### src/hdl/assert_macros.svh
// assertion macros shared by the rate meter modules
`ifndef ASSERT_MACROS_SVH
`define ASSERT_MACROS_SVH

`ifndef ASSERT_OFF

// clocked check, disabled while reset is asserted
`define ASSERT_CLKD(lbl, clk, rst_n, prop, msg) \
    lbl: assert property (@(posedge clk) disable iff (!rst_n) (prop)) else $error(msg);

// clocked check that also holds during reset
`define ASSERT_ALWAYS(lbl, clk, prop, msg) \
    lbl: assert property (@(posedge clk) (prop)) else $error(msg);

`else

`define ASSERT_CLKD(lbl, clk, rst_n, prop, msg)
`define ASSERT_ALWAYS(lbl, clk, prop, msg)

`endif

`endif

### src/hdl/piwrm_pkg.sv
// shared types, constants and decode functions of the rate meter
package piwrm_pkg;

    localparam int WINDOW_DEF = 30;
    localparam int IVAL_W     = 16;
    localparam int SUM_W      = 22;
    localparam int RATE_W     = 22;
    localparam int CNT_W      = 16;
    localparam int LAMP_W     = 2;
    localparam int SEG_W      = 7;
    localparam int DIV_CNT_W  = $clog2(RATE_W + 1);

    localparam logic [15:0]    RATE_SCALE_RST = 16'd6000;
    localparam logic [CNT_W-1:0] COUNT_MAX    = {CNT_W{1'b1}};
    localparam logic [7:0]     DISPLAY_MAX    = 8'd159;

    localparam logic KIND_RATE   = 1'b0;
    localparam logic KIND_PERIOD = 1'b1;

    localparam logic MODE_PULSE = 1'b0;
    localparam logic MODE_TICK  = 1'b1;

    localparam logic [LAMP_W-1:0] LAMP_GREEN  = 2'd0;
    localparam logic [LAMP_W-1:0] LAMP_YELLOW = 2'd1;
    localparam logic [LAMP_W-1:0] LAMP_RED    = 2'd2;

    typedef struct packed {
        logic              start;
        logic [IVAL_W-1:0] ival;
    } win_cmd_t;

    typedef struct packed {
        logic             done;
        logic [SUM_W-1:0] sum;
    } win_sts_t;

    typedef struct packed {
        logic              kind;
        logic [RATE_W-1:0] rate;
        logic [SUM_W-1:0]  window_sum;
        logic [CNT_W-1:0]  pulse_number;
        logic [LAMP_W-1:0] lit_lamp;
        logic [CNT_W-1:0]  period_count;
        logic [SEG_W-1:0]  tens_segments;
        logic [SEG_W-1:0]  units_segments;
    } res_t;

    // segments a..g on bits 6..0
    function automatic logic [SEG_W-1:0] seg_of(input logic [3:0] digit);
        logic [SEG_W-1:0] seg;
        case (digit)
            4'h0:    seg = 7'h7E;
            4'h1:    seg = 7'h30;
            4'h2:    seg = 7'h6D;
            4'h3:    seg = 7'h79;
            4'h4:    seg = 7'h33;
            4'h5:    seg = 7'h5B;
            4'h6:    seg = 7'h5F;
            4'h7:    seg = 7'h70;
            4'h8:    seg = 7'h7F;
            4'h9:    seg = 7'h7B;
            4'hA:    seg = 7'h77;
            4'hB:    seg = 7'h1F;
            4'hC:    seg = 7'h4E;
            4'hD:    seg = 7'h3D;
            4'hE:    seg = 7'h4F;
            4'hF:    seg = 7'h47;
            default: seg = 7'h00;
        endcase
        return seg;
    endfunction

    // green, yellow, red, yellow
    function automatic logic [LAMP_W-1:0] lamp_of(input logic [1:0] phase);
        logic [LAMP_W-1:0] lamp;
        case (phase)
            2'd0:    lamp = LAMP_GREEN;
            2'd1:    lamp = LAMP_YELLOW;
            2'd2:    lamp = LAMP_RED;
            2'd3:    lamp = LAMP_YELLOW;
            default: lamp = LAMP_GREEN;
        endcase
        return lamp;
    endfunction

    // tens by reciprocal 205/2048, exact below 160 with the 4-bit result
    function automatic logic [3:0] tens_of(input logic [7:0] shown);
        logic [15:0] prod;
        prod = 16'(shown) * 16'd205;
        return prod[14:11];
    endfunction

    function automatic logic [3:0] units_of(input logic [7:0] shown);
        logic [7:0] tens_x10;
        logic [7:0] diff;
        tens_x10 = 8'(tens_of(shown)) * 8'd10;
        diff     = shown - tens_x10;
        return diff[3:0];
    endfunction

endpackage

### src/hdl/pulse_interval_window_rate_meter.sv
// top level of the pulse interval window rate meter
//
// channel   signals                        carries
// -------   ----------------------------   ------------------------------------------
// item      item_valid / item_stall        mode, interval
// result    result_valid / result_stall    kind, rate, window_sum, pulse_number,
//                                          lit_lamp, period_count, tens/units_segments
// config    rate_scale_we                  rate_scale_data
//
// a pulse interval request runs from one acceptance to the next through
// one window read, one writeback, 22 steps of the serial divider, taking
// the quotient, loading the result register and a return to idle
// an end of period tick goes from idle straight to the result register load,
// and a zero interval is dropped while the sequencer stays in idle
// reset (rst_n, async, active low) clears the window valid bits, total,
// counters and lamp phase, and sets rate_scale to 6000; no clearing pass
// a stalled result sits in the output register while the next request is taken
module pulse_interval_window_rate_meter #(
    parameter int WINDOW = piwrm_pkg::WINDOW_DEF
) (
    input  logic                               clk,
    input  logic                               rst_n,
    // configuration
    input  logic                               rate_scale_we,
    input  logic [15:0]                        rate_scale_data,
    // item channel
    input  logic                               item_valid,
    output logic                               item_stall,
    input  logic                               mode,
    input  logic [piwrm_pkg::IVAL_W-1:0]       interval,
    // result channel
    output logic                               result_valid,
    input  logic                               result_stall,
    output logic                               kind,
    output logic [piwrm_pkg::RATE_W-1:0]       rate,
    output logic [piwrm_pkg::SUM_W-1:0]        window_sum,
    output logic [piwrm_pkg::CNT_W-1:0]        pulse_number,
    output logic [piwrm_pkg::LAMP_W-1:0]       lit_lamp,
    output logic [piwrm_pkg::CNT_W-1:0]        period_count,
    output logic [piwrm_pkg::SEG_W-1:0]        tens_segments,
    output logic [piwrm_pkg::SEG_W-1:0]        units_segments
);
    import piwrm_pkg::*;

    // sequencer states, one-hot
    typedef enum logic [3:0] {
        S_IDLE = 4'b0001,
        S_WIN  = 4'b0010,
        S_DIV  = 4'b0100,
        S_DONE = 4'b1000
    } state_t;

    state_t            state_reg, state_next;
    logic [15:0]       scale_reg, scale_next;
    logic [CNT_W-1:0]  cnt_reg, cnt_next;
    logic [1:0]        phase_reg, phase_next;
    res_t              res_reg, res_next;
    res_t              out_reg, out_next;
    logic              out_valid_reg, out_valid_next;

    win_cmd_t          win_cmd;
    win_sts_t          win_sts;
    logic              div_start;
    logic [RATE_W-1:0] div_num;
    logic              div_done;
    logic [RATE_W-1:0] div_quo;

    logic              item_acc;
    logic              out_free;
    logic [7:0]        shown;
    logic [3:0]        tens_digit;
    logic [3:0]        units_digit;
    logic [CNT_W-1:0]  cnt_inc;

    piwrm_window #(
        .WINDOW (WINDOW)
    ) u_window (
        .clk   (clk),
        .rst_n (rst_n),
        .cmd   (win_cmd),
        .sts   (win_sts)
    );

    piwrm_divider u_divider (
        .clk   (clk),
        .rst_n (rst_n),
        .start (div_start),
        .num   (div_num),
        .den   (win_sts.sum),
        .done  (div_done),
        .quo   (div_quo)
    );

    // one request at a time through the window and divider
    assign item_stall = (state_reg != S_IDLE);
    assign item_acc   = item_valid && !item_stall;
    assign out_free   = !out_valid_reg || !result_stall;

    // display count saturates before the digit split
    assign shown       = (cnt_reg > CNT_W'(DISPLAY_MAX)) ? DISPLAY_MAX : cnt_reg[7:0];
    assign tens_digit  = tens_of(shown);
    assign units_digit = units_of(shown);
    assign cnt_inc     = (cnt_reg == COUNT_MAX) ? cnt_reg : cnt_reg + 1'b1;

    // numerator scale times window depth, fits 22 bits for any depth up to 64
    assign div_num   = RATE_W'(scale_reg * WINDOW);
    assign div_start = (state_reg == S_WIN) && win_sts.done;

    assign win_cmd.start = item_acc && (mode == MODE_PULSE) && (interval != '0);
    assign win_cmd.ival  = interval;

    always_comb
    begin
        state_next     = state_reg;
        scale_next     = scale_reg;
        cnt_next       = cnt_reg;
        phase_next     = phase_reg;
        res_next       = res_reg;
        out_next       = out_reg;
        out_valid_next = out_valid_reg;

        if (rate_scale_we)
        begin
            scale_next = rate_scale_data;
        end

        if (out_valid_reg && !result_stall)
        begin
            out_valid_next = 1'b0;
        end

        case (state_reg)
            S_IDLE:
            begin
                if (item_acc)
                begin
                    if (mode == MODE_TICK)
                    begin
                        res_next                = '0;
                        res_next.kind           = KIND_PERIOD;
                        res_next.window_sum     = win_sts.sum;
                        res_next.period_count   = cnt_reg;
                        res_next.tens_segments  = seg_of(tens_digit);
                        res_next.units_segments = seg_of(units_digit);
                        cnt_next                = '0;
                        state_next              = S_DONE;
                    end
                    else if (interval != '0)
                    begin
                        state_next = S_WIN;
                    end
                end
            end
            S_WIN:
            begin
                // writeback done, total now includes the new interval
                if (win_sts.done)
                begin
                    res_next              = '0;
                    res_next.kind         = KIND_RATE;
                    res_next.window_sum   = win_sts.sum;
                    res_next.pulse_number = cnt_inc;
                    res_next.lit_lamp     = lamp_of(phase_reg);
                    cnt_next              = cnt_inc;
                    phase_next            = phase_reg + 1'b1;
                    state_next            = S_DIV;
                end
            end
            S_DIV:
            begin
                if (div_done)
                begin
                    res_next.rate = div_quo;
                    state_next    = S_DONE;
                end
            end
            S_DONE:
            begin
                if (out_free)
                begin
                    out_next       = res_reg;
                    out_valid_next = 1'b1;
                    state_next     = S_IDLE;
                end
            end
            default:
            begin
                state_next = S_IDLE;
            end
        endcase
    end

    always_ff @(posedge clk)
    begin
        res_reg <= res_next;
        out_reg <= out_next;
    end

    always_ff @(posedge clk or negedge rst_n)
    begin
        if (!rst_n)
        begin
            state_reg     <= S_IDLE;
            scale_reg     <= RATE_SCALE_RST;
            cnt_reg       <= '0;
            phase_reg     <= '0;
            out_valid_reg <= 1'b0;
        end
        else
        begin
            state_reg     <= state_next;
            scale_reg     <= scale_next;
            cnt_reg       <= cnt_next;
            phase_reg     <= phase_next;
            out_valid_reg <= out_valid_next;
        end
    end

    assign result_valid   = out_valid_reg;
    assign kind           = out_reg.kind;
    assign rate           = out_reg.rate;
    assign window_sum     = out_reg.window_sum;
    assign pulse_number   = out_reg.pulse_number;
    assign lit_lamp       = out_reg.lit_lamp;
    assign period_count   = out_reg.period_count;
    assign tens_segments  = out_reg.tens_segments;
    assign units_segments = out_reg.units_segments;

`include "assert_macros.svh"

    `ASSERT_CLKD(a_top_win_done_state, clk, rst_n, win_sts.done |-> state_reg == S_WIN, "window done outside window wait")
    `ASSERT_CLKD(a_top_div_done_state, clk, rst_n, div_done |-> state_reg == S_DIV, "divider done outside divide wait")
    `ASSERT_CLKD(a_top_tick_clears, clk, rst_n, (item_acc && mode == MODE_TICK) |=> cnt_reg == '0, "period count not cleared by tick")

endmodule

### src/hdl/piwrm_window.sv
// interval window memory with read-modify-write of the running total
module piwrm_window #(
    parameter int WINDOW = piwrm_pkg::WINDOW_DEF
) (
    input  logic                clk,
    input  logic                rst_n,
    input  piwrm_pkg::win_cmd_t cmd,
    output piwrm_pkg::win_sts_t sts
);
    import piwrm_pkg::*;

    localparam int SLOT_W = (WINDOW > 1) ? $clog2(WINDOW) : 1;

    logic [IVAL_W-1:0] mem [WINDOW];
    logic [IVAL_W-1:0] rd_data_reg;
    logic              rd_valid_reg;
    logic [IVAL_W-1:0] ival_reg;
    logic              pend_reg;
    logic              done_reg;
    logic [SLOT_W-1:0] slot_reg;
    logic [SLOT_W-1:0] slot_next;
    logic [WINDOW-1:0] valid_reg;
    logic [SUM_W-1:0]  total_reg;
    logic [SUM_W-1:0]  total_next;
    logic [IVAL_W-1:0] old_val;

    // entries never written read as zero
    assign old_val    = rd_valid_reg ? rd_data_reg : '0;
    assign total_next = total_reg - SUM_W'(old_val) + SUM_W'(ival_reg);
    assign slot_next  = (slot_reg == SLOT_W'(WINDOW - 1)) ? '0 : slot_reg + 1'b1;

    always_ff @(posedge clk)
    begin
        if (pend_reg)
        begin
            mem[slot_reg] <= ival_reg;
        end
        if (cmd.start)
        begin
            rd_data_reg <= mem[slot_reg];
            ival_reg    <= cmd.ival;
        end
    end

    always_ff @(posedge clk or negedge rst_n)
    begin
        if (!rst_n)
        begin
            rd_valid_reg <= 1'b0;
            pend_reg     <= 1'b0;
            done_reg     <= 1'b0;
            slot_reg     <= '0;
            valid_reg    <= '0;
            total_reg    <= '0;
        end
        else
        begin
            pend_reg <= cmd.start;
            done_reg <= pend_reg;
            if (cmd.start)
            begin
                rd_valid_reg <= valid_reg[slot_reg];
            end
            if (pend_reg)
            begin
                valid_reg[slot_reg] <= 1'b1;
                total_reg           <= total_next;
                slot_reg            <= slot_next;
            end
        end
    end

    assign sts.done = done_reg;
    assign sts.sum  = total_reg;

`include "assert_macros.svh"

    `ASSERT_CLKD(a_win_no_overlap, clk, rst_n, cmd.start |-> !pend_reg && !done_reg, "window request overlaps a pending one")
    `ASSERT_CLKD(a_win_wb_follows_rd, clk, rst_n, pend_reg |-> $past(cmd.start), "writeback without a preceding read")
    `ASSERT_CLKD(a_win_sum_covers_new, clk, rst_n, done_reg |-> total_reg >= SUM_W'(ival_reg), "window sum below newest interval")

endmodule

### src/hdl/piwrm_divider.sv
// serial restoring divider, one quotient bit per cycle
module piwrm_divider (
    input  logic                            clk,
    input  logic                            rst_n,
    input  logic                            start,
    input  logic [piwrm_pkg::RATE_W-1:0]    num,
    input  logic [piwrm_pkg::SUM_W-1:0]     den,
    output logic                            done,
    output logic [piwrm_pkg::RATE_W-1:0]    quo
);
    import piwrm_pkg::*;

    logic                 busy_reg;
    logic                 done_reg;
    logic [DIV_CNT_W-1:0] cnt_reg;
    logic [RATE_W-1:0]    q_reg;
    logic [SUM_W-1:0]     rem_reg;
    logic [SUM_W-1:0]     den_reg;
    logic                 den_zero_reg;
    logic [SUM_W:0]       partial;
    logic [SUM_W:0]       diff;
    logic                 ge;

    assign partial = {rem_reg, q_reg[RATE_W-1]};
    assign ge      = partial >= {1'b0, den_reg};
    assign diff    = partial - {1'b0, den_reg};

    always_ff @(posedge clk)
    begin
        if (start)
        begin
            q_reg        <= num;
            rem_reg      <= '0;
            den_reg      <= den;
            den_zero_reg <= (den == '0);
        end
        else if (busy_reg)
        begin
            rem_reg <= ge ? diff[SUM_W-1:0] : partial[SUM_W-1:0];
            q_reg   <= {q_reg[RATE_W-2:0], ge};
        end
    end

    always_ff @(posedge clk or negedge rst_n)
    begin
        if (!rst_n)
        begin
            busy_reg <= 1'b0;
            done_reg <= 1'b0;
            cnt_reg  <= '0;
        end
        else
        begin
            done_reg <= 1'b0;
            if (start)
            begin
                busy_reg <= 1'b1;
                cnt_reg  <= '0;
            end
            else if (busy_reg)
            begin
                cnt_reg <= cnt_reg + 1'b1;
                if (cnt_reg == DIV_CNT_W'(RATE_W - 1))
                begin
                    busy_reg <= 1'b0;
                    done_reg <= 1'b1;
                end
            end
        end
    end

    // empty sum gives zero
    assign quo  = den_zero_reg ? '0 : q_reg;
    assign done = done_reg;

`include "assert_macros.svh"

    `ASSERT_CLKD(a_div_start_idle, clk, rst_n, start |-> !busy_reg && !done_reg, "divider restarted while busy")
    `ASSERT_CLKD(a_div_done_ends, clk, rst_n, done_reg |-> !busy_reg && $past(busy_reg), "divider done without a run")
    `ASSERT_CLKD(a_div_cnt_range, clk, rst_n, busy_reg |-> cnt_reg < DIV_CNT_W'(RATE_W), "divider step count overrun")

endmodule
### config.mk
export PLATFORM = sky130hd
export DESIGN_NAME = pulse_interval_window_rate_meter
export DESIGN_NICKNAME = d
export VERILOG_FILES = /design/src/hdl/piwrm_pkg.sv /design/src/hdl/pulse_interval_window_rate_meter.sv /design/src/hdl/piwrm_window.sv /design/src/hdl/piwrm_divider.sv
export VERILOG_INCLUDE_DIRS = /design/src /design/src/hdl
export SDC_FILE = /design/constraint.sdc
export NUM_CORES = 1
export LEC_CHECK = 0
export BUFFER_PORTS_ARGS = -buffer_cell sky130_fd_sc_hd__buf_2
export CAP_MARGIN = 10
export CORE_MARGIN = 4
export CORE_UTILIZATION = 43
export CTS_BUF_LIST = sky130_fd_sc_hd__clkbuf_4 sky130_fd_sc_hd__clkbuf_8
export DETAILED_ROUTE_END_ITERATION = 12
export PLACE_DENSITY = 0.65
export SLEW_MARGIN = 20
export SYNTH_ARGS = -nofsm -noshare
export SYNTH_HDL_FRONTEND = slang
export SYNTH_SLANG_ARGS = --single-unit
### constraint.sdc
create_clock -name clk -period 8.6 [get_ports clk]
set_input_delay 0.43 -clock clk [delete_from_list [all_inputs] [get_ports clk]]
set_output_delay 0.43 -clock clk [all_outputs]
set_load 0.02 [all_outputs]
# --- Word-level counts from Yosys, hierarchy flattened ---
# Memories as Yosys holds them, arrays and structs flattened. A register that Yosys moved wholly into a read port is not among the register bits.
# Index checks and enable logic that the tools add are counted.
word_totals:
  register_bits: 375
  latchBits: 0
  ram_bits: 480
  romBits: 224
  inputBits: 38
  output_inout_bits: 95
  n_memories: 3
classes:
  addsub: 8
  mul: 3
  div: 0
  magnitude_cmp: 4
  eq_ne: 17
  shifts: 0
  muxes: 44
  n_bitwise: 2
  n_reduce_logical: 22
mem_list:
  columns: ["name", "depth", "width", "read_ports", "rd_ports_with_merged_regs", "wr", "line", "rtl"]
  rows:
  - ["u_window.mem", 30, 16, 1, 1, 1, "piwrm_window.sv:14", "logic [IVAL_W-1:0] mem [WINDOW];"]
  - ["(no name shown)", 16, 7, 1, 0, 0, "piwrm_pkg.sv:51", "case (digit)"]
  - ["(no name shown)", 16, 7, 1, 0, 0, "piwrm_pkg.sv:51", null]
op_table:
  columns: ["cell", "count"]
  rows:
  - ["two-way mux 93 bit", 3]
  - ["one-hot mux 70 bit (2 select lines)", 1]
  - ["two-way mux 16 bit", 5]
  - ["two-way mux 22 bit", 3]
  - ["one-hot mux 22 bit (3 select lines)", 1]
  - ["two-way mux 21 bit", 2]
  - ["one-hot mux 16 bit (2 select lines)", 1]
  - ["bitwise OR 30 bit", 1]
  - ["two-way mux 4 bit", 6]
  - ["greater-or-equal comparator 23 x 22 -> 1 bit", 1]
  - ["adder 22 x 16 -> 22 bit", 1]
  - ["logical NOT 22 bit", 1]
  - ["subtractor 22 x 16 -> 22 bit", 1]
  - ["subtractor 22 bit", 1]
  - ["multiplier 16 x 4 -> 20 bit, second input constant", 1]
  - ["adder 16 x 1 -> 16 bit, second input constant", 1]
  - ["== test 16 bit, second input constant", 1]
  - ["greater-than comparator 16 x 8 -> 1 bit, second input constant", 1]
  - ["one-hot mux 4 bit (4 select lines)", 1]
  - ["nonzero test 16 bit", 1]
  - ["multiplier 8 x 8 -> 15 bit, second input constant", 1]
  - ["two-way mux 5 bit", 3]
  - ["two-way mux 1 bit", 13]
  - ["adder 5 x 1 -> 5 bit, second input constant", 2]
  - ["other kinds (32)", 47]

# --- Depth between registers and ports, before layout ---
# Gate-level depths: netlist of run 1.
# An unclocked memory read counts as a cell.
logic_depth:
  depth_word: 9
  mapped_depth: 30
  depth_no_buf: 26

# --- Hierarchy ---
# Synthesis of run 1 repeated with hierarchy kept, for this count alone.
hier_totals:
  cells_unflattened: 2515
  area_unflattened_um2: 38765.9
modules_own_cells:
  columns: ["mod", "instances", "cells_per_inst", "area_each_um2"]
  rows:
  - ["piwrm_window", 1, 1295, 23338.6]
  - ["pulse_interval_window_rate_meter", 1, 816, 11134.4]
  - ["piwrm_divider", 1, 404, 4292.9]

# --- Least setup slack after synthesis of run 1 ---
# OpenSTA, ideal clock, no wires.
synth_timing:
  path_kind: "reg-to-reg"
  startpoint: "reg cnt_reg[10]"
  endpoint: "reg res_reg[5] (netlist name), data pin"
  setup_time_ns: 0.275
  arrival_time_ns: 7.133
  required_ns: 8.325
  path_slack_ns: 1.193
  path_stages_with_launch: 29
  path_buffers: 4
  period_less_slack_ns: 7.407
  path_cell_list: "dfrtp_1 -> buf_6 -> or4_4 -> or3_1 -> clkbuf_1 -> or2_2 -> ha_1 -> xor2_1 -> ha_1 -> fa_1 -> inv_1 -> fa_1 -> inv_1 -> ha_1 -> o211ai_1 -> and2_1 -> or4_2 -> and4_1 -> or2_0 -> buf_2 -> xor2_1 -> ha_1 -> o41ai_1 -> a211oi_2 -> xnor2_2 -> buf_2 -> nand2_1 -> nor2_1 -> a211oi_1"
synth_between:
  elab_chain_len: 9
synth_lines:
  columns: ["item", "line", "rtl"]
  rows:
  - ["start: declaration", "pulse_interval_window_rate_meter.sv:55", "logic [CNT_W-1:0] cnt_reg, cnt_next;"]
  - ["start signal: assignment", "pulse_interval_window_rate_meter.sv:213", "cnt_reg <= cnt_next;"]
  - ["greater-than comparator 16 x 8 -> 1 bit *", "pulse_interval_window_rate_meter.sv:100", "assign shown = (cnt_reg > CNT_W'(DISPLAY_MAX)) ? DISPLAY_MAX : cnt_reg[7:0];"]
  - ["two-way mux 8 bit *", "pulse_interval_window_rate_meter.sv:100", null]
  - ["multiplier 8 x 8 -> 15 bit", "piwrm_pkg.sv:89", "prod = 16'(shown) * 16'd205;"]
  - ["multiplier 4 x 3 -> 3 bit", "piwrm_pkg.sv:96", "tens_x10 = 8'(tens_of(shown)) * 8'd10;"]
  - ["subtractor 4 bit *", "piwrm_pkg.sv:97", "diff = shown - tens_x10;"]
  - ["memory read (16 x 7 bit) *", null, null]
  - ["two-way mux 93 bit *", "pulse_interval_window_rate_meter.sv:137", "if (mode == MODE_TICK)"]
  - ["two-way mux 93 bit *", "pulse_interval_window_rate_meter.sv:135", "if (item_acc)"]
  - ["one-hot mux 70 bit (2 select lines) *", "pulse_interval_window_rate_meter.sv:132", "case (state_reg)"]
  - ["end signal: assignment", "pulse_interval_window_rate_meter.sv:195", "res_reg <= res_next;"]
  - ["end: declaration", "pulse_interval_window_rate_meter.sv:57", "res_t res_reg, res_next;"]
# Mark *: on every way between the ends. The rest lies on a longest branch, timed or not. The select of a mux whose other input is x is not followed.
# A chain may end at the register's enable or synchronous reset.

# --- Worst setup path in the final report of run 1 ---
layout_timing:
  startpoint: "reg cnt_reg[11]"
  endpoint: "reg res_reg[3] (netlist name), data pin"
# Same word-level chain as after synthesis.

==> metrics.csv, run 1 <==
metric;value;unit
critical_path.max_fanout;14;
crit_start;cnt_reg[11];
largest_reg_flops;480;
slew_headroom;23.9;%
crit_path_frequent_cell;ha_1;
syn_to_final_growth;15.1;%
synth_warnings;0;
cp.arrival;8710;ps
clockRootBuffer;clkbuf_8;
synth-edff-count;741;
final_common_cell;edfxtp_1;
rows;109;
ys_seq_area_share;66.4;%
r2r_slack;520;ps
fin_hold_ws;93.6;ps
met2WireLength;41.1;mm
path_cells;or4_4 -> or3_1 -> or2_2 -> ha_1 -> xor2_1 -> ha_1 -> fa_1 -> inv_1 -> fa_1 -> inv_1 -> ha_1 -> o211ai_1 -> and2_1 -> or4_2 -> and4_1 -> or2_0 -> xor2_1 -> ha_1 -> o41ai_1 -> a211oi_2 -> xnor2_2 -> mux4_2 -> nor2_1;
status;complete, no violations;
syn_avg_cell_area;15.5;um2
cts.sinks;871;
hpwl;54.4;mm
wl;84.0;mm
r2r-end;res_reg[3];
cts_tree;done;
rsz0062_at_grt;no;
r2r-start;cnt_reg[11];
cap_violations;0;
die_area;0.0938;mm2
first_iter_violations;1798;
end_kind;flip-flop;
ios;133;
post-route-period-util;93.9;%
die_h;306;um
core;0.0884;mm2
grt_use_total;18.0;%
synthCells;2466;
start_util;43.3;%
path_clk_slew;60;ps
wire_per_inst;20.9;um
grt_overflow;0;
clk_latency;800;ps
crit_family;simple AND/OR/NAND/NOR gates;
wl_met3;5.47;mm
syn_area;0.0383;mm2
place.gp.congestion;0.807;
die_w;306;um
ir_drop;0.304;mV
cts_resized;0;
cts_max_level;4;
numCtsBuffers;143;
reg2reg_depth;23;
ys_async_sr_fraction;12.2;%
synth_nets;2692;
critPathSlowestCell;or4_2;
vias;21632;
fin_nets;2966;
hp-class;input port to flip-flop;
ant_nets;0;
final_cell_mix;edfxtp_1 (741), clkbuf_8 (161), inv_1 (159);
wl_met1;35.6;mm
setup.worst_path.start_class;flip-flop;
critPathMaxStageDelay;710;ps
synthDistinctLibCells;73;
grt_max_degree;105;
nFillCells;7298;
finalClockSkew;51.4;ps
setup_viol;0;
power;13.9;mW
fmax;124;MHz
cts_buffer_depth;3;
synth_seq_cells;871;
crit_end;res_reg[3];
antenna_found_initial;6;
leakagePower;16.4;nW
numPortBuffers;132;
yosys_most_used_dff;edfxtp_1;
cp.depth;23;
power.density;316;mW/mm2
grt_pass1_vias;21928;
max_slew.worst_pin.slew;1140;ps
path_buf_inv;2;
required;9230;ps
drive_gt1_share;23.0;%
drv_slew;0;
drc;0;
min_period;8080;ps
grt_pass1_wl;130;mm
finalHoldViolations;0;
path_class;flip-flop to flip-flop;
routed_via_density;5.38;
setup_tns;0;ps
topRoutingLayerUsed;met4;
drt_first_pass_iters;6;
-- what timing repair did --
item,4_1_cts,5_1_grt
hold buffers,37,0
buffers inserted,0,0
hold endpoints to repair,72,0
-- metal layers --
layer | track usage [%] | vias to the layer above
met2 | 29.5 | 716
met1 | 24.2 | 10915
li1 | - | 9861
met5 | 0 | -
met4 | 5.56 | 0
met3 | 3.87 | 140
-- worst reg2reg max path, delay by kind of cell, from the launching register on --
family                     cells  cell delay, ps
and+or+nand+nor                8            2990
DFF                            1             460
muxes                          1             580
xor gates and xnor gates       3             880
AOI/OAI and AO/OA              3             680
buffers and inverters          2             120
adders and majority gates      6            2240
-- synth_stat cells (25+ instances only) --
master	instances	area, um2
or2_2	40	250
o21ai_0	81	405
mux4_2	120	2700
edfxtp_1	741	22300
inv_1	161	604
nand4_1	29	181
a21o_1	28	210
fa_1	56	1120
nand2_1	105	394
a22oi_1	34	255
nor2b_1	47	294
mux2i_1	46	460
nor3_1	25	125
a21oi_1	92	460
nand3_1	43	215
xnor2_1	43	377
xor2_1	36	315
ha_1	132	1650
clkbuf_1	71	267
nor2_1	116	435
and2_1	47	294
dfrtp_1	98	2450
-- area by class of cell --
cell class | count | area, um2 | share of cell area, %
clock inverter | 48 | 468 | 1.06
multi-input combinational | 1330 | 11900 | 27.1
clock buffer | 211 | 2590 | 5.88
inverter | 162 | 608 | 1.38
antenna | 1 | 2.50 | 0.00568
timing repair buffer | 232 | 1590 | 3.61
tap | 1165 | 1460 | 3.31
sequential | 871 | 25400 | 57.7
-- logic make-up (layout without fill, tap and decap cells) --
kind of cell / after synthesis / after routing / synth area share (%)
AOI/OAI and AO/OA: 346 / 346 / 5.85
xor gates and xnor gates: 80 / 80 / 1.85
adders and majority gates: 188 / 188 / 7.25
buffers and inverters: 265 / 653 / 2.66
DFF: 871 / 871 / 66.4
muxes: 187 / 187 / 8.88
other: 0 / 1 / 0
and+or+nand+nor: 529 / 529 / 7.15
-- per-stage QoR --
step | cells | cell area (um2) | utilization (%) | setup WS, ps
final | 4020 | 44000 | 49.8 | 522
after global routing | 4020 | 44000 | 49.8 | 113
after CTS | 4009 | 43900 | 49.7 | 474
after detailed placement | 3713 | 40500 | 45.8 | 539
after global placement | 3713 | 40400 | 45.8 | 714
after floorplan | 2466 | 38300 | - | 1190
-- where the power goes --
group	internal [mW]	switching (mW)	total [mW]
Sequential	5.30	0.398	5.70
Clock	2.12	1.69	3.81
Combinational	1.89	2.51	4.40
Total	9.31	4.60	13.9
-- worst min path at each step --
stage	start	end	slack, ps	depth (start not counted)
2_1_floorplan	rst_n	cnt_reg[0]	130	0
3_3_place_gp	res_reg[30]	lit_lamp[0]	400	0
3_5_place_dp	res_reg[26]	period_count[12]	400	0
4_1_cts	rate_scale_we	scale_reg[14]	10	3
5_1_grt	rate_scale_we	scale_reg[14]	100	3
6_report	rate_scale_we	scale_reg[14]	90	3
No activity file was read; power rests on OpenSTA's default activity.
==> inputs of run 2 (changes only) <==
==> constraint.sdc (replaced) <==
create_clock -name clk -period 8.6 [get_ports clk]
set_input_delay 0.86 -clock clk [delete_from_list [all_inputs] [get_ports clk]]
set_output_delay 0.86 -clock clk [all_outputs]
set_load 0.02 [all_outputs]
==> metrics.csv, run 2 (synthesis results as in run 1) <==
metric;value;unit;change
status;complete, no violations;;unchanged
p_sw;4.60;mW;about the same
largest_reg_flops;480;;unchanged
leakagePower;16.3;nW;was 16.4 nW
routed_via_density;5.39;;was 5.38
postPlaceCellArea;0.0405;mm2;unchanged
setup_ws;507;ps;was 522 ps
power.density;318;mW/mm2;was 316 mW/mm2
path_clk_slew;60;ps;about the same
grt_pass1_wl;129;mm;was 130 mm
p_clk_share;27.4;%;about the same
drive_gt1_share;23.3;%;was 23.0%
reg2reg_depth;23;;unchanged
setup.worst_path.start_class;flip-flop;;unchanged
wl_met3;5.47;mm;about the same
die_w;306;um;unchanged
grt_use_total;17.9;%;was 18.0%
setup_viol;0;;unchanged
postCtsHoldBufs;0;;was 37
antenna_found_initial;6;;unchanged
ios;133;;unchanged
grt_overflow;0;;unchanged
ir_drop;0.304;mV;about the same
r2r-end;res_reg[3];;unchanged
slew_headroom;24.6;%;was 23.9%
rows;109;;unchanged
clockRootBuffer;clkbuf_8;;unchanged
cp.depth;23;;unchanged
power;13.9;mW;about the same
die_area;0.0938;mm2;unchanged
swShare;33.1;%;about the same
final_cell_mix;edfxtp_1 (741), clkbuf_8 (161), inv_1 (159);;unchanged
setup_tns;0;ps;unchanged
critPathSlowestCell;or4_2;;unchanged
first_iter_violations;1774;;was 1798
critPathMaxStageDelay;710;ps;about the same
crit_end;res_reg[3];;unchanged
syn_to_final_growth;14.1;%;was 15.1%
path_cells;or4_4 -> or3_1 -> or2_2 -> ha_1 -> xor2_1 -> ha_1 -> fa_1 -> inv_1 -> fa_1 -> inv_1 -> ha_1 -> o211ai_1 -> and2_1 -> or4_2 -> and4_1 -> or2_0 -> xor2_1 -> ha_1 -> o41ai_1 -> a211oi_2 -> xnor2_2 -> mux4_2 -> nor2_1;;unchanged
required;9230;ps;about the same
cts_resized;0;;unchanged
wl_met1;35.2;mm;was 35.6 mm
critical_path.max_fanout;14;;unchanged
hpwl;54.4;mm;unchanged
grt_max_degree;105;;unchanged
numPortBuffers;132;;unchanged
crit_family;simple AND/OR/NAND/NOR gates;;unchanged
vias;21468;;was 21.6k
post_cts_buffers;0;;unchanged
start_util;43.3;%;unchanged
finalClockSkew;52.7;ps;was 51.4 ps
max_slew.worst_pin.slew;1130;ps;was 1140 ps
drc;0;;unchanged
pwr-share-comb;31.6;%;about the same
hp-class;input port to asynchronous set/reset pin;;was input port to flip-flop
rsz0062_at_grt;no;;unchanged
met2WireLength;41.1;mm;about the same
fin_area;0.0437;mm2;was 0.0440 mm2
cap_violations;0;;unchanged
fin_hold_ws;60.2;ps;was 93.6 ps
cts_tree;done;;unchanged
r2r-start;cnt_reg[11];;unchanged
min_period;8090;ps;was 8080 ps
topRoutingLayerUsed;met4;;unchanged
final_common_cell;edfxtp_1;;unchanged
numCtsBuffers;143;;unchanged
ant_nets;0;;unchanged
pre_cts_slack;539;ps;unchanged
die_h;306;um;unchanged
path_class;flip-flop to flip-flop;;unchanged
finalHoldViolations;0;;unchanged
seqPwrFrac;41.0;%;about the same
r2r_slack;510;ps;was 520 ps
drt_first_pass_iters;5;;was 6
fin_nets;2929;;was 2966
wire_per_inst;20.9;um;about the same
grt_pass1_vias;21701;;was 21.9k
post-route-period-util;94.1;%;was 93.9%
wl;83.4;mm;was 84.0 mm
place.gp.congestion;0.807;;unchanged
clk_latency;800;ps;about the same
fmax;124;MHz;about the same
intPower;9.30;mW;was 9.31 mW
drv_slew;0;;unchanged
core;0.0884;mm2;unchanged
cts_max_level;4;;unchanged
cts_buffer_depth;3;;unchanged
cp.arrival;8720;ps;was 8710 ps
crit_path_frequent_cell;ha_1;;unchanged
cts.sinks;871;;unchanged
end_kind;flip-flop;;unchanged
path_buf_inv;2;;unchanged
crit_start;cnt_reg[11];;unchanged
==> run 2: cell types whose count changed in the layout (fill, tap and decap cells not counted) <==
cell and change:
dlygate4sd3_1 -37
==> run 2: final cells by class <==
type                            instances  area (um2)
Fill cell                            7350       44700
Sequential cell                       871       25400
Multi-Input combinational cell       1330       11900
Clock buffer                          211        2590
Tap cell                             1165        1460
Timing Repair Buffer                  195        1220
Inverter                              162         608
Clock inverter                         48         468
Antenna cell                            1        2.50
==> run 2: routing by layer <==
| layer | vias up | GRT usage, % |
|---|---|---|
| met5 | - | 0 |
| met1 | 10857 | 24.1 |
| met2 | 693 | 29.4 |
| met3 | 138 | 3.85 |
| li1 | 9780 | - |
| met4 | 0 | 5.31 |
==> run 2: worst min-delay path by stage <==
stage / to / depth (start not counted)
floorplan: u_window.done_reg / 0
global placement: lit_lamp[0] / 0
detailed placement: period_count[12] / 0
CTS: u_window.total_reg[17] / 1
global route: cnt_reg[12] / 1
finish: cnt_reg[15] / 1
==> run 2: stage by stage <==
stage                     cells  util (%)
final                      3983      49.4
after global routing       3983      49.4
after CTS                  3972      49.2
after detailed placement   3713      45.8
after global placement     3713      45.8
after floorplan            2466         -
==> run 2: power groups by stage <==
stage	Combinational [mW]	Clock (mW)	Sequential (mW)
3_3_place_gp	4.26	0	5.80
5_1_grt	4.89	4.12	5.76
3_5_place_dp	4.36	0	5.83
4_1_cts	4.38	3.91	5.75
6_report	4.39	3.81	5.70
2_1_floorplan	3.30	0	5.71
